## src/rtl/htfd_pkg.sv

```systemverilog
`default_nettype none
package htfd_pkg;

  localparam int unsigned BYTE_W   = 8;
  localparam int unsigned WORD_W   = 16;
  localparam int unsigned TEMP_W   = 17;
  localparam int unsigned HUM_W    = 15;
  localparam int unsigned TTERM_W  = 15;
  localparam int unsigned NQ_W     = 31;
  localparam int unsigned SUM_W    = 33;
  localparam int unsigned CFG_IDX_W = 2;

  localparam logic [BYTE_W-1:0] CRC_INIT = 8'hFF;
  localparam logic [BYTE_W-1:0] CRC_POLY = 8'h31;

  localparam logic signed [TEMP_W-1:0] TEMP_OFFSET = 17'sd10240;
  localparam logic signed [TEMP_W-1:0] TEMP_REF    = 17'sd6400;
  localparam logic [WORD_W-1:0]        RAW_FULL    = 16'd65535;
  localparam logic signed [SUM_W-1:0]  HUM_BASE    = 33'sd7680;
  localparam logic signed [SUM_W-1:0]  HUM_FULL    = 33'sd25600;

  // Register indexes on the configuration port
  localparam logic [CFG_IDX_W-1:0] REG_CAL_HIGH   = 2'd0;
  localparam logic [CFG_IDX_W-1:0] REG_CAL_LOW    = 2'd1;
  localparam logic [CFG_IDX_W-1:0] REG_CAL_ENABLE = 2'd2;

  // Divider working set: partial remainder, dividend/quotient shift word, divisor
  typedef struct packed {
    logic [WORD_W-1:0] rem;
    logic [NQ_W-1:0]   nq;
    logic [WORD_W-1:0] den;
  } htfd_div_t;

  // Per-item side information carried alongside the divider
  typedef struct packed {
    logic                      crc_err;
    logic signed [TEMP_W-1:0]  temp;
    logic signed [TTERM_W-1:0] tterm;
    logic                      cal;
    logic                      neg;
  } htfd_side_t;

  function automatic logic [BYTE_W-1:0] pair_crc(input logic [BYTE_W-1:0] first,
                                                 input logic [BYTE_W-1:0] second);
    logic [BYTE_W-1:0] acc;
    acc = CRC_INIT ^ first;
    for (int b = 0; b < BYTE_W; b++) begin
      acc = acc[BYTE_W-1] ? ((acc << 1) ^ CRC_POLY) : (acc << 1);
    end
    acc = acc ^ second;
    for (int b = 0; b < BYTE_W; b++) begin
      acc = acc[BYTE_W-1] ? ((acc << 1) ^ CRC_POLY) : (acc << 1);
    end
    return acc;
  endfunction

endpackage
`default_nettype wire

```

## src/rtl/humidity_temp_frame_decoder_core.sv

```systemverilog
// Pipeline: the front end, the 31-step restoring divider (one quotient bit per
// stage) and the output stage. Throughput: one frame per cycle while the
// result side does not stall; a stall holds only the stages that are full,
// so bubbles close up and input is still taken.
// Reset (rst, synchronous, active high) empties the pipeline and clears the
// calibration registers to zero.
`default_nettype none
module humidity_temp_frame_decoder_core (
  input  wire logic                                clk,
  input  wire logic                                rst,
  input  wire logic                                cfg_write,
  input  wire logic [htfd_pkg::CFG_IDX_W-1:0]      cfg_index,
  input  wire logic [htfd_pkg::WORD_W-1:0]         cfg_data,
  input  wire logic                                frame_valid,
  output logic                                     frame_stall,
  input  wire logic [htfd_pkg::BYTE_W-1:0]         temp_high,
  input  wire logic [htfd_pkg::BYTE_W-1:0]         temp_low,
  input  wire logic [htfd_pkg::BYTE_W-1:0]         temp_check,
  input  wire logic [htfd_pkg::BYTE_W-1:0]         hum_high,
  input  wire logic [htfd_pkg::BYTE_W-1:0]         hum_low,
  input  wire logic [htfd_pkg::BYTE_W-1:0]         hum_check,
  output logic                                     result_valid,
  input  wire logic                                result_stall,
  output logic                                     status,
  output logic signed [htfd_pkg::TEMP_W-1:0]       temperature_q8,
  output logic [htfd_pkg::HUM_W-1:0]               humidity_q8,
  output logic                                     cal_applied
);

  localparam int unsigned NDIV = htfd_pkg::NQ_W;
  localparam int unsigned LAST = NDIV + 1;

  logic [htfd_pkg::WORD_W-1:0] cal_high_point, cal_low_point;
  logic                        calibration_enable;

  // Stage 0 is the front end, stages 1..NDIV the divider, stage LAST the output
  logic [LAST:0]          v;
  logic [LAST:0]          en;
  htfd_pkg::htfd_div_t    dv [NDIV+1];
  htfd_pkg::htfd_side_t   sd [NDIV+1];

  // Configuration writes: an index beyond the list falls through untouched
  always_ff @(posedge clk) begin
    if (rst) begin
      cal_high_point     <= '0;
      cal_low_point      <= '0;
      calibration_enable <= 1'b0;
    end else if (cfg_write) begin
      unique case (cfg_index)
        htfd_pkg::REG_CAL_HIGH:   cal_high_point     <= cfg_data;
        htfd_pkg::REG_CAL_LOW:    cal_low_point      <= cfg_data;
        htfd_pkg::REG_CAL_ENABLE: calibration_enable <= cfg_data[0];
        default: ;
      endcase
    end
  end

  // A stage loads when it is empty or its contents move on this cycle
  assign en[LAST] = !v[LAST] || !result_stall;
  genvar k;
  generate
    for (k = 0; k < LAST; k++) begin : g_en
      assign en[k] = !v[k] || en[k+1];
    end
  endgenerate

  assign frame_stall = !en[0];

  htfd_front u_front (
    .clk                (clk),
    .rst                (rst),
    .adv                (en[0]),
    .v_in               (frame_valid),
    .temp_high          (temp_high),
    .temp_low           (temp_low),
    .temp_check         (temp_check),
    .hum_high           (hum_high),
    .hum_low            (hum_low),
    .hum_check          (hum_check),
    .cal_high_point     (cal_high_point),
    .cal_low_point      (cal_low_point),
    .calibration_enable (calibration_enable),
    .v_out              (v[0]),
    .div_out            (dv[0]),
    .side_out           (sd[0])
  );

  generate
    for (k = 1; k <= NDIV; k++) begin : g_div
      htfd_div_stage u_stage (
        .clk      (clk),
        .rst      (rst),
        .adv      (en[k]),
        .v_in     (v[k-1]),
        .div_in   (dv[k-1]),
        .side_in  (sd[k-1]),
        .v_out    (v[k]),
        .div_out  (dv[k]),
        .side_out (sd[k])
      );
    end
  endgenerate

  htfd_back u_back (
    .clk            (clk),
    .rst            (rst),
    .adv            (en[LAST]),
    .v_in           (v[NDIV]),
    .quot           (dv[NDIV].nq),
    .side_in        (sd[NDIV]),
    .v_out          (v[LAST]),
    .status         (status),
    .temperature_q8 (temperature_q8),
    .humidity_q8    (humidity_q8),
    .cal_applied    (cal_applied)
  );

  assign result_valid = v[LAST];

endmodule
`default_nettype wire

```

## src/rtl/htfd_front.sv

```systemverilog
`default_nettype none
module htfd_front (
  input  wire logic                              clk,
  input  wire logic                              rst,
  input  wire logic                              adv,
  input  wire logic                              v_in,
  input  wire logic [htfd_pkg::BYTE_W-1:0]       temp_high,
  input  wire logic [htfd_pkg::BYTE_W-1:0]       temp_low,
  input  wire logic [htfd_pkg::BYTE_W-1:0]       temp_check,
  input  wire logic [htfd_pkg::BYTE_W-1:0]       hum_high,
  input  wire logic [htfd_pkg::BYTE_W-1:0]       hum_low,
  input  wire logic [htfd_pkg::BYTE_W-1:0]       hum_check,
  input  wire logic [htfd_pkg::WORD_W-1:0]       cal_high_point,
  input  wire logic [htfd_pkg::WORD_W-1:0]       cal_low_point,
  input  wire logic                              calibration_enable,
  output logic                                   v_out,
  output htfd_pkg::htfd_div_t                    div_out,
  output htfd_pkg::htfd_side_t                   side_out
);

  logic [htfd_pkg::WORD_W-1:0]        traw, hraw, dmag, den_mag;
  logic signed [htfd_pkg::TEMP_W-1:0] temp, temp_rel;
  logic                               cal, crc_err, d_neg, den_neg;
  logic [htfd_pkg::NQ_W-1:0]          num_cal, num_unc;

  assign traw = {temp_high, temp_low};
  assign hraw = {hum_high, hum_low};

  assign crc_err = (htfd_pkg::pair_crc(temp_high, temp_low) != temp_check) ||
                   (htfd_pkg::pair_crc(hum_high, hum_low) != hum_check);

  assign temp     = $signed({traw[htfd_pkg::WORD_W-1], traw}) + htfd_pkg::TEMP_OFFSET;
  assign temp_rel = temp - htfd_pkg::TEMP_REF;

  assign cal     = calibration_enable && (cal_high_point != cal_low_point);
  assign d_neg   = hraw < cal_low_point;
  assign dmag    = d_neg ? (cal_low_point - hraw) : (hraw - cal_low_point);
  assign den_neg = cal_high_point < cal_low_point;
  assign den_mag = den_neg ? (cal_low_point - cal_high_point)
                           : (cal_high_point - cal_low_point);

  // x * 15360 = x * 16384 - x * 1024; x * 25600 = x * (16384 + 8192 + 1024)
  assign num_cal = (htfd_pkg::NQ_W'(dmag) << 14) - (htfd_pkg::NQ_W'(dmag) << 10);
  assign num_unc = (htfd_pkg::NQ_W'(hraw) << 14) + (htfd_pkg::NQ_W'(hraw) << 13) +
                   (htfd_pkg::NQ_W'(hraw) << 10);

  always_ff @(posedge clk) begin
    if (rst) begin
      v_out <= 1'b0;
    end else if (adv) begin
      v_out <= v_in;
    end
  end

  always_ff @(posedge clk) begin
    if (adv) begin
      div_out.rem    <= '0;
      div_out.nq     <= cal ? num_cal : num_unc;
      div_out.den    <= cal ? den_mag : htfd_pkg::RAW_FULL;
      side_out.crc_err <= crc_err;
      side_out.temp    <= temp;
      side_out.tterm   <= temp_rel[htfd_pkg::TEMP_W-1:2];
      side_out.cal     <= cal;
      side_out.neg     <= cal && (d_neg ^ den_neg);
    end
  end

endmodule
`default_nettype wire

```

## src/rtl/htfd_div_stage.sv

```systemverilog
`default_nettype none
module htfd_div_stage (
  input  wire logic                 clk,
  input  wire logic                 rst,
  input  wire logic                 adv,
  input  wire logic                 v_in,
  input  wire htfd_pkg::htfd_div_t  div_in,
  input  wire htfd_pkg::htfd_side_t side_in,
  output logic                      v_out,
  output htfd_pkg::htfd_div_t       div_out,
  output htfd_pkg::htfd_side_t      side_out
);

  logic [htfd_pkg::WORD_W:0] trial, diff;
  logic                      ge;

  // One restoring step: bring down the next dividend bit, subtract if it fits
  assign trial = {div_in.rem, div_in.nq[htfd_pkg::NQ_W-1]};
  assign ge    = trial >= {1'b0, div_in.den};
  assign diff  = ge ? (trial - {1'b0, div_in.den}) : trial;

  always_ff @(posedge clk) begin
    if (rst) begin
      v_out <= 1'b0;
    end else if (adv) begin
      v_out <= v_in;
    end
  end

  always_ff @(posedge clk) begin
    if (adv) begin
      div_out.rem <= diff[htfd_pkg::WORD_W-1:0];
      div_out.nq  <= {div_in.nq[htfd_pkg::NQ_W-2:0], ge};
      div_out.den <= div_in.den;
      side_out    <= side_in;
    end
  end

endmodule
`default_nettype wire

```

## src/rtl/htfd_back.sv

```systemverilog
`default_nettype none
module htfd_back (
  input  wire logic                          clk,
  input  wire logic                          rst,
  input  wire logic                          adv,
  input  wire logic                          v_in,
  input  wire logic [htfd_pkg::NQ_W-1:0]     quot,
  input  wire htfd_pkg::htfd_side_t          side_in,
  output logic                               v_out,
  output logic                               status,
  output logic signed [htfd_pkg::TEMP_W-1:0] temperature_q8,
  output logic [htfd_pkg::HUM_W-1:0]         humidity_q8,
  output logic                               cal_applied
);

  logic signed [htfd_pkg::SUM_W-1:0] qmag, qs, sum;
  logic [htfd_pkg::HUM_W-1:0]        hum;

  assign qmag = $signed({2'b00, quot});
  assign qs   = side_in.neg ? -qmag : qmag;
  assign sum  = qs + (side_in.cal ? htfd_pkg::HUM_BASE : '0) +
                htfd_pkg::SUM_W'(side_in.tterm);

  always_comb begin
    if (sum > htfd_pkg::HUM_FULL) begin
      hum = htfd_pkg::HUM_FULL[htfd_pkg::HUM_W-1:0];
    end else if (sum < 0) begin
      hum = '0;
    end else begin
      hum = sum[htfd_pkg::HUM_W-1:0];
    end
  end

  always_ff @(posedge clk) begin
    if (rst) begin
      v_out <= 1'b0;
    end else if (adv) begin
      v_out <= v_in;
    end
  end

  always_ff @(posedge clk) begin
    if (adv) begin
      status         <= side_in.crc_err;
      temperature_q8 <= side_in.crc_err ? '0 : side_in.temp;
      humidity_q8    <= side_in.crc_err ? '0 : hum;
      cal_applied    <= side_in.cal && !side_in.crc_err;
    end
  end

endmodule
`default_nettype wire

```

## config.mk

```make
export PLATFORM = sky130hd
export DESIGN_NAME = humidity_temp_frame_decoder_core
export DESIGN_NICKNAME = d
export VERILOG_FILES = /design/src/rtl/htfd_pkg.sv /design/src/rtl/humidity_temp_frame_decoder_core.sv /design/src/rtl/htfd_front.sv /design/src/rtl/htfd_div_stage.sv /design/src/rtl/htfd_back.sv
export SDC_FILE = /design/constraint.sdc
export NUM_CORES = 2
export LEC_CHECK = 0
export ABC_AREA = 1
export BUFFER_PORTS_ARGS = -buffer_cell sky130_fd_sc_hd__buf_2
export CORE_MARGIN = 8
export CORE_UTILIZATION = 54
export DETAILED_ROUTE_END_ITERATION = 8
export GPL_ROUTABILITY_DRIVEN = 0
export PLACE_DENSITY_LB_ADDON = 0.3
export SLEW_MARGIN = 20
export SYNTH_ARGS = -nofsm -noshare
export SYNTH_HDL_FRONTEND = slang
export SYNTH_SLANG_ARGS = --single-unit
```

## constraint.sdc

```tcl
create_clock -name clk -period 17.85 [get_ports clk]
set_input_delay 3.57 -clock clk [delete_from_list [all_inputs] [get_ports clk]]
set_output_delay 3.57 -clock clk [all_outputs]
set_load 0.05 [all_outputs]
```

==> results.tsv <==
metric	value	unit
run status	finished, final reports clean	
Post-Syn Area	0.1156	mm²
Max IR drop VDD	121.1	µV
die area	0.2291	mm²
crit-path cells	buf_2 -> nand2_8 -> nor2_4 -> nand4_4 -> nor2_4 -> nand4_4 -> nor2_4 -> nand4_4 -> buf_4 -> nor2_4 -> nand4_4 -> nor2_4 -> nand4_4 -> nor2_4 -> nand4_4 -> nor2_4 -> nand4_4 -> nor2_4 -> nand4_4 -> clkinvlp_4 -> buf_2	
synthesized-area fraction occupied by adder cells	7.800	%
compound-cell area share of the yosys netlist	7.200	%
first-pass GRT wire length	328100	µm
Top FF cell, synth	edfxtp_1	
Async S/R FF share, synth	0	%
final wirelength	206300	µm
Yosys top cell area share	69.23	%
clock network fraction of design power	31.8	%
Worst Path Required	14280	ps
Hold Path Class	flip-flop to flip-flop	
WS Path Type	input pin to output pin	
post-synthesis cell count	8357	
synth cell count leaders	2665 x edfxtp_1, 932 x inv_1, 863 x a21oi_1	
initial antenna violation count	1	
met2 usage	33.02	%
Post-CTS Resized	0	
max_slew headroom	25.05	%
Vias	62550	
kind of cell adding the most delay to the critical path	simple AND/OR/NAND/NOR gates	
DR WL/cell	17.65	µm
Initial DRC Count	4283	
beginning of the worst hold path	g_div[28].u_stage.side_out[14]$_DFFE_PP_	
WHS	392.8	ps
Finished Cell Area	0.1282	mm²
Max-cap violations	0	
DP Worst Slack	5196	ps
core area	0.2138	mm²
most used routing layer	met2	
dpl hpwl	144400	µm
cts bufs inserted	283	
Min Clock Period, post-route	12610	ps
Worst Skew	51.05	ps
hold-critical path depth	0	
R2R cell count	19	
RR Endpoint	g_div[1].u_stage.div_out[27]$_DFFE_PP_	
main combinational cell family by area after synthesis	adder cells	
Initial Util	54.07	%
post-synthesis xor/xnor area fraction	4.155	%
Psw	4786	µW
Tcrit/Tclk final	70.66	%
Reg clk slew, reported paths	60	ps
pwr dens	137.4	mW/mm²
clock sinks	2731	
crit path DAT	9040	ps
Fmax	79.29	MHz
post-synth cell types	70	
area added between synthesis and finish	10.90	%
Tot GR Track Use	17.69	%
nature of the critical path endpoint	output pin	
final setup margin	5237	ps
GRT Residual Overflow	0	
largest net degree at the start of global routing	92	
Worst-Skew Late Latency	900	ps
synth warn	0	
Final Net Count	9417	
root buf cell	clkbuf_16	
number of port buffers	106	
Mean Syn Cell Area	13.83	µm²
final slew viol count	0	
Avg Vias per Cell	5.352	
share of cells above drive strength 1	7.504	%
Leak	0.05399	µW
Pint	12820	µW
H-Tree Depth	5	
Post CTS Setup Buffer Count	0	
Sw Ratio	27.18	%
I/O Pins	107	
critical path's largest stage delay	600	ps
Setup Viol. Count Final	0	
Hold Path End	g_div[29].u_stage.side_out[14]$_DFFE_PP_	
vias in the first global route	63470	
combinational power share	18.8	%
Buf/Inv on CP	4	
cell row count	170	
TritonRoute pass-1 iters	6	
DRC violations left	0	
sequential element share of the synthesized area	70.38	%
Die Ht	478.7	µm
most common cell in the netlist	edfxtp_1	
CTS tree	yes	
Worst R2R Start	u_back.v_out$_SDFFE_PP0P_	
worst slew pin tran	1122	ps
syn nets	9118	
EDFF count, synth	2665	
dpl cell area	0.1194	mm²
mux cell area share after synthesis	0.008659	%
die span in x	478.7	µm
simple-gate share of the synthesized area	6.831	%
hold_buf cts	0	
Flop pwr share	49.5	%
r2r setup slk	11310	ps
met3 GRT Util	2.694	%
worst-path fanout max	39	
Post-DRT Antenna Nets	0	
CTS max path bufs	4	
RSZ-0062 raised after global routing	false	
crit path launch type	input pin	
GR Util met1	20.48	%
synth top area cells	edfxtp_1 69%, ha_1 6.9%, a21oi_1 3.7%	
Final Hold Viols	0	
CP max stage cell	nand4_4	
register bit total from synthesis	2731	
post-synth top area cell	edfxtp_1	
[per-layer routing]
metal  vias to the layer above  wire (µm)  share of wire (%)
met1                     30120      81090                 39
met3                       500       8942                4.3
li1                      30500          -                  -
met5                         -          0                  0
met2                      1431     108600                 53
met4                         0       7631                3.7
[flip-flops by register name, summed over array words and instances, names as in the netlist, 15 cells and up]
signal	flops
cal_high_point	16
cal_low_point	16
g_div.u_stage.div_out	1666
g_div.u_stage.side_out	899
g_div.u_stage.v_out	31
u_back.humidity_q8	15
u_back.temperature_q8	17
u_front.div_out	37
u_front.side_out	29
[kinds of logic after synthesis]
logic type      Yosys count
simple gates           1835
xor+xnor                545
mux                       1
compound gates         1492
buf+inv                1063
flops                  2731
fa+ha+maj               690
[power by group through the flow]
stage / logic [µW] / registers, µW / clock network (µW)
6_report: 3300 / 8710 / 5600
4_1_cts: 3290 / 8730 / 5740
2_1_floorplan: 2640 / 8590 / 0
3_3_place_gp: 3140 / 8810 / 0
3_5_place_dp: 3260 / 8840 / 0
5_1_grt: 3720 / 8810 / 5970
[worst max path at each step]
| stage | depth (start not counted) | to | slack (ps) | startpoint |
|---|---|---|---|---|
| floorplan | 18 | frame_stall | -70 | result_stall |
| global placement | 21 | frame_stall | 5320 | result_stall |
| detailed placement | 21 | frame_stall | 5200 | result_stall |
| CTS | 21 | frame_stall | 5130 | result_stall |
| global route | 21 | frame_stall | 4740 | result_stall |
| finish | 21 | frame_stall | 5240 | result_stall |
[cell type report]
cell class	instances	area, µm²
antenna	1	2.502
fill	15720	85580
multi-input combinational	4563	30200
tap	2838	3551
clock inverter	121	1201
clock buffer	357	7559
inverter	938	3530
sequential	2731	81350
timing repair buffer	139	798.3
[cells in the final DEF, fill, tap and decap left out, drive strengths merged, types with 169 or more instances in the layout]
| cell | synthesis | routed |
|---|---|---|
| xor2 | 280 | 280 |
| nand3 | 169 | 169 |
| inv | 935 | 937 |
| a21oi | 868 | 868 |
| nand2 | 829 | 829 |
| clkbuf | 32 | 357 |
| xnor2 | 265 | 265 |
| edfxtp | 2665 | 2665 |
| nor2 | 622 | 622 |
| o21ai | 397 | 397 |
| ha | 639 | 639 |
[metrics by stage]
step                      utilization, %  std cells  setup TNS, ps  total power (µW)
final                              59.97      11690              0             17610
after global routing               59.97      11690              0             18490
after CTS                          59.94      11690              0             17760
after detailed placement           55.84      11210              0             12100
after global placement             55.83      11210              0             11950
after floorplan                        -       8357         -68.31             11230
No activity file was read; power rests on OpenSTA's default activity.
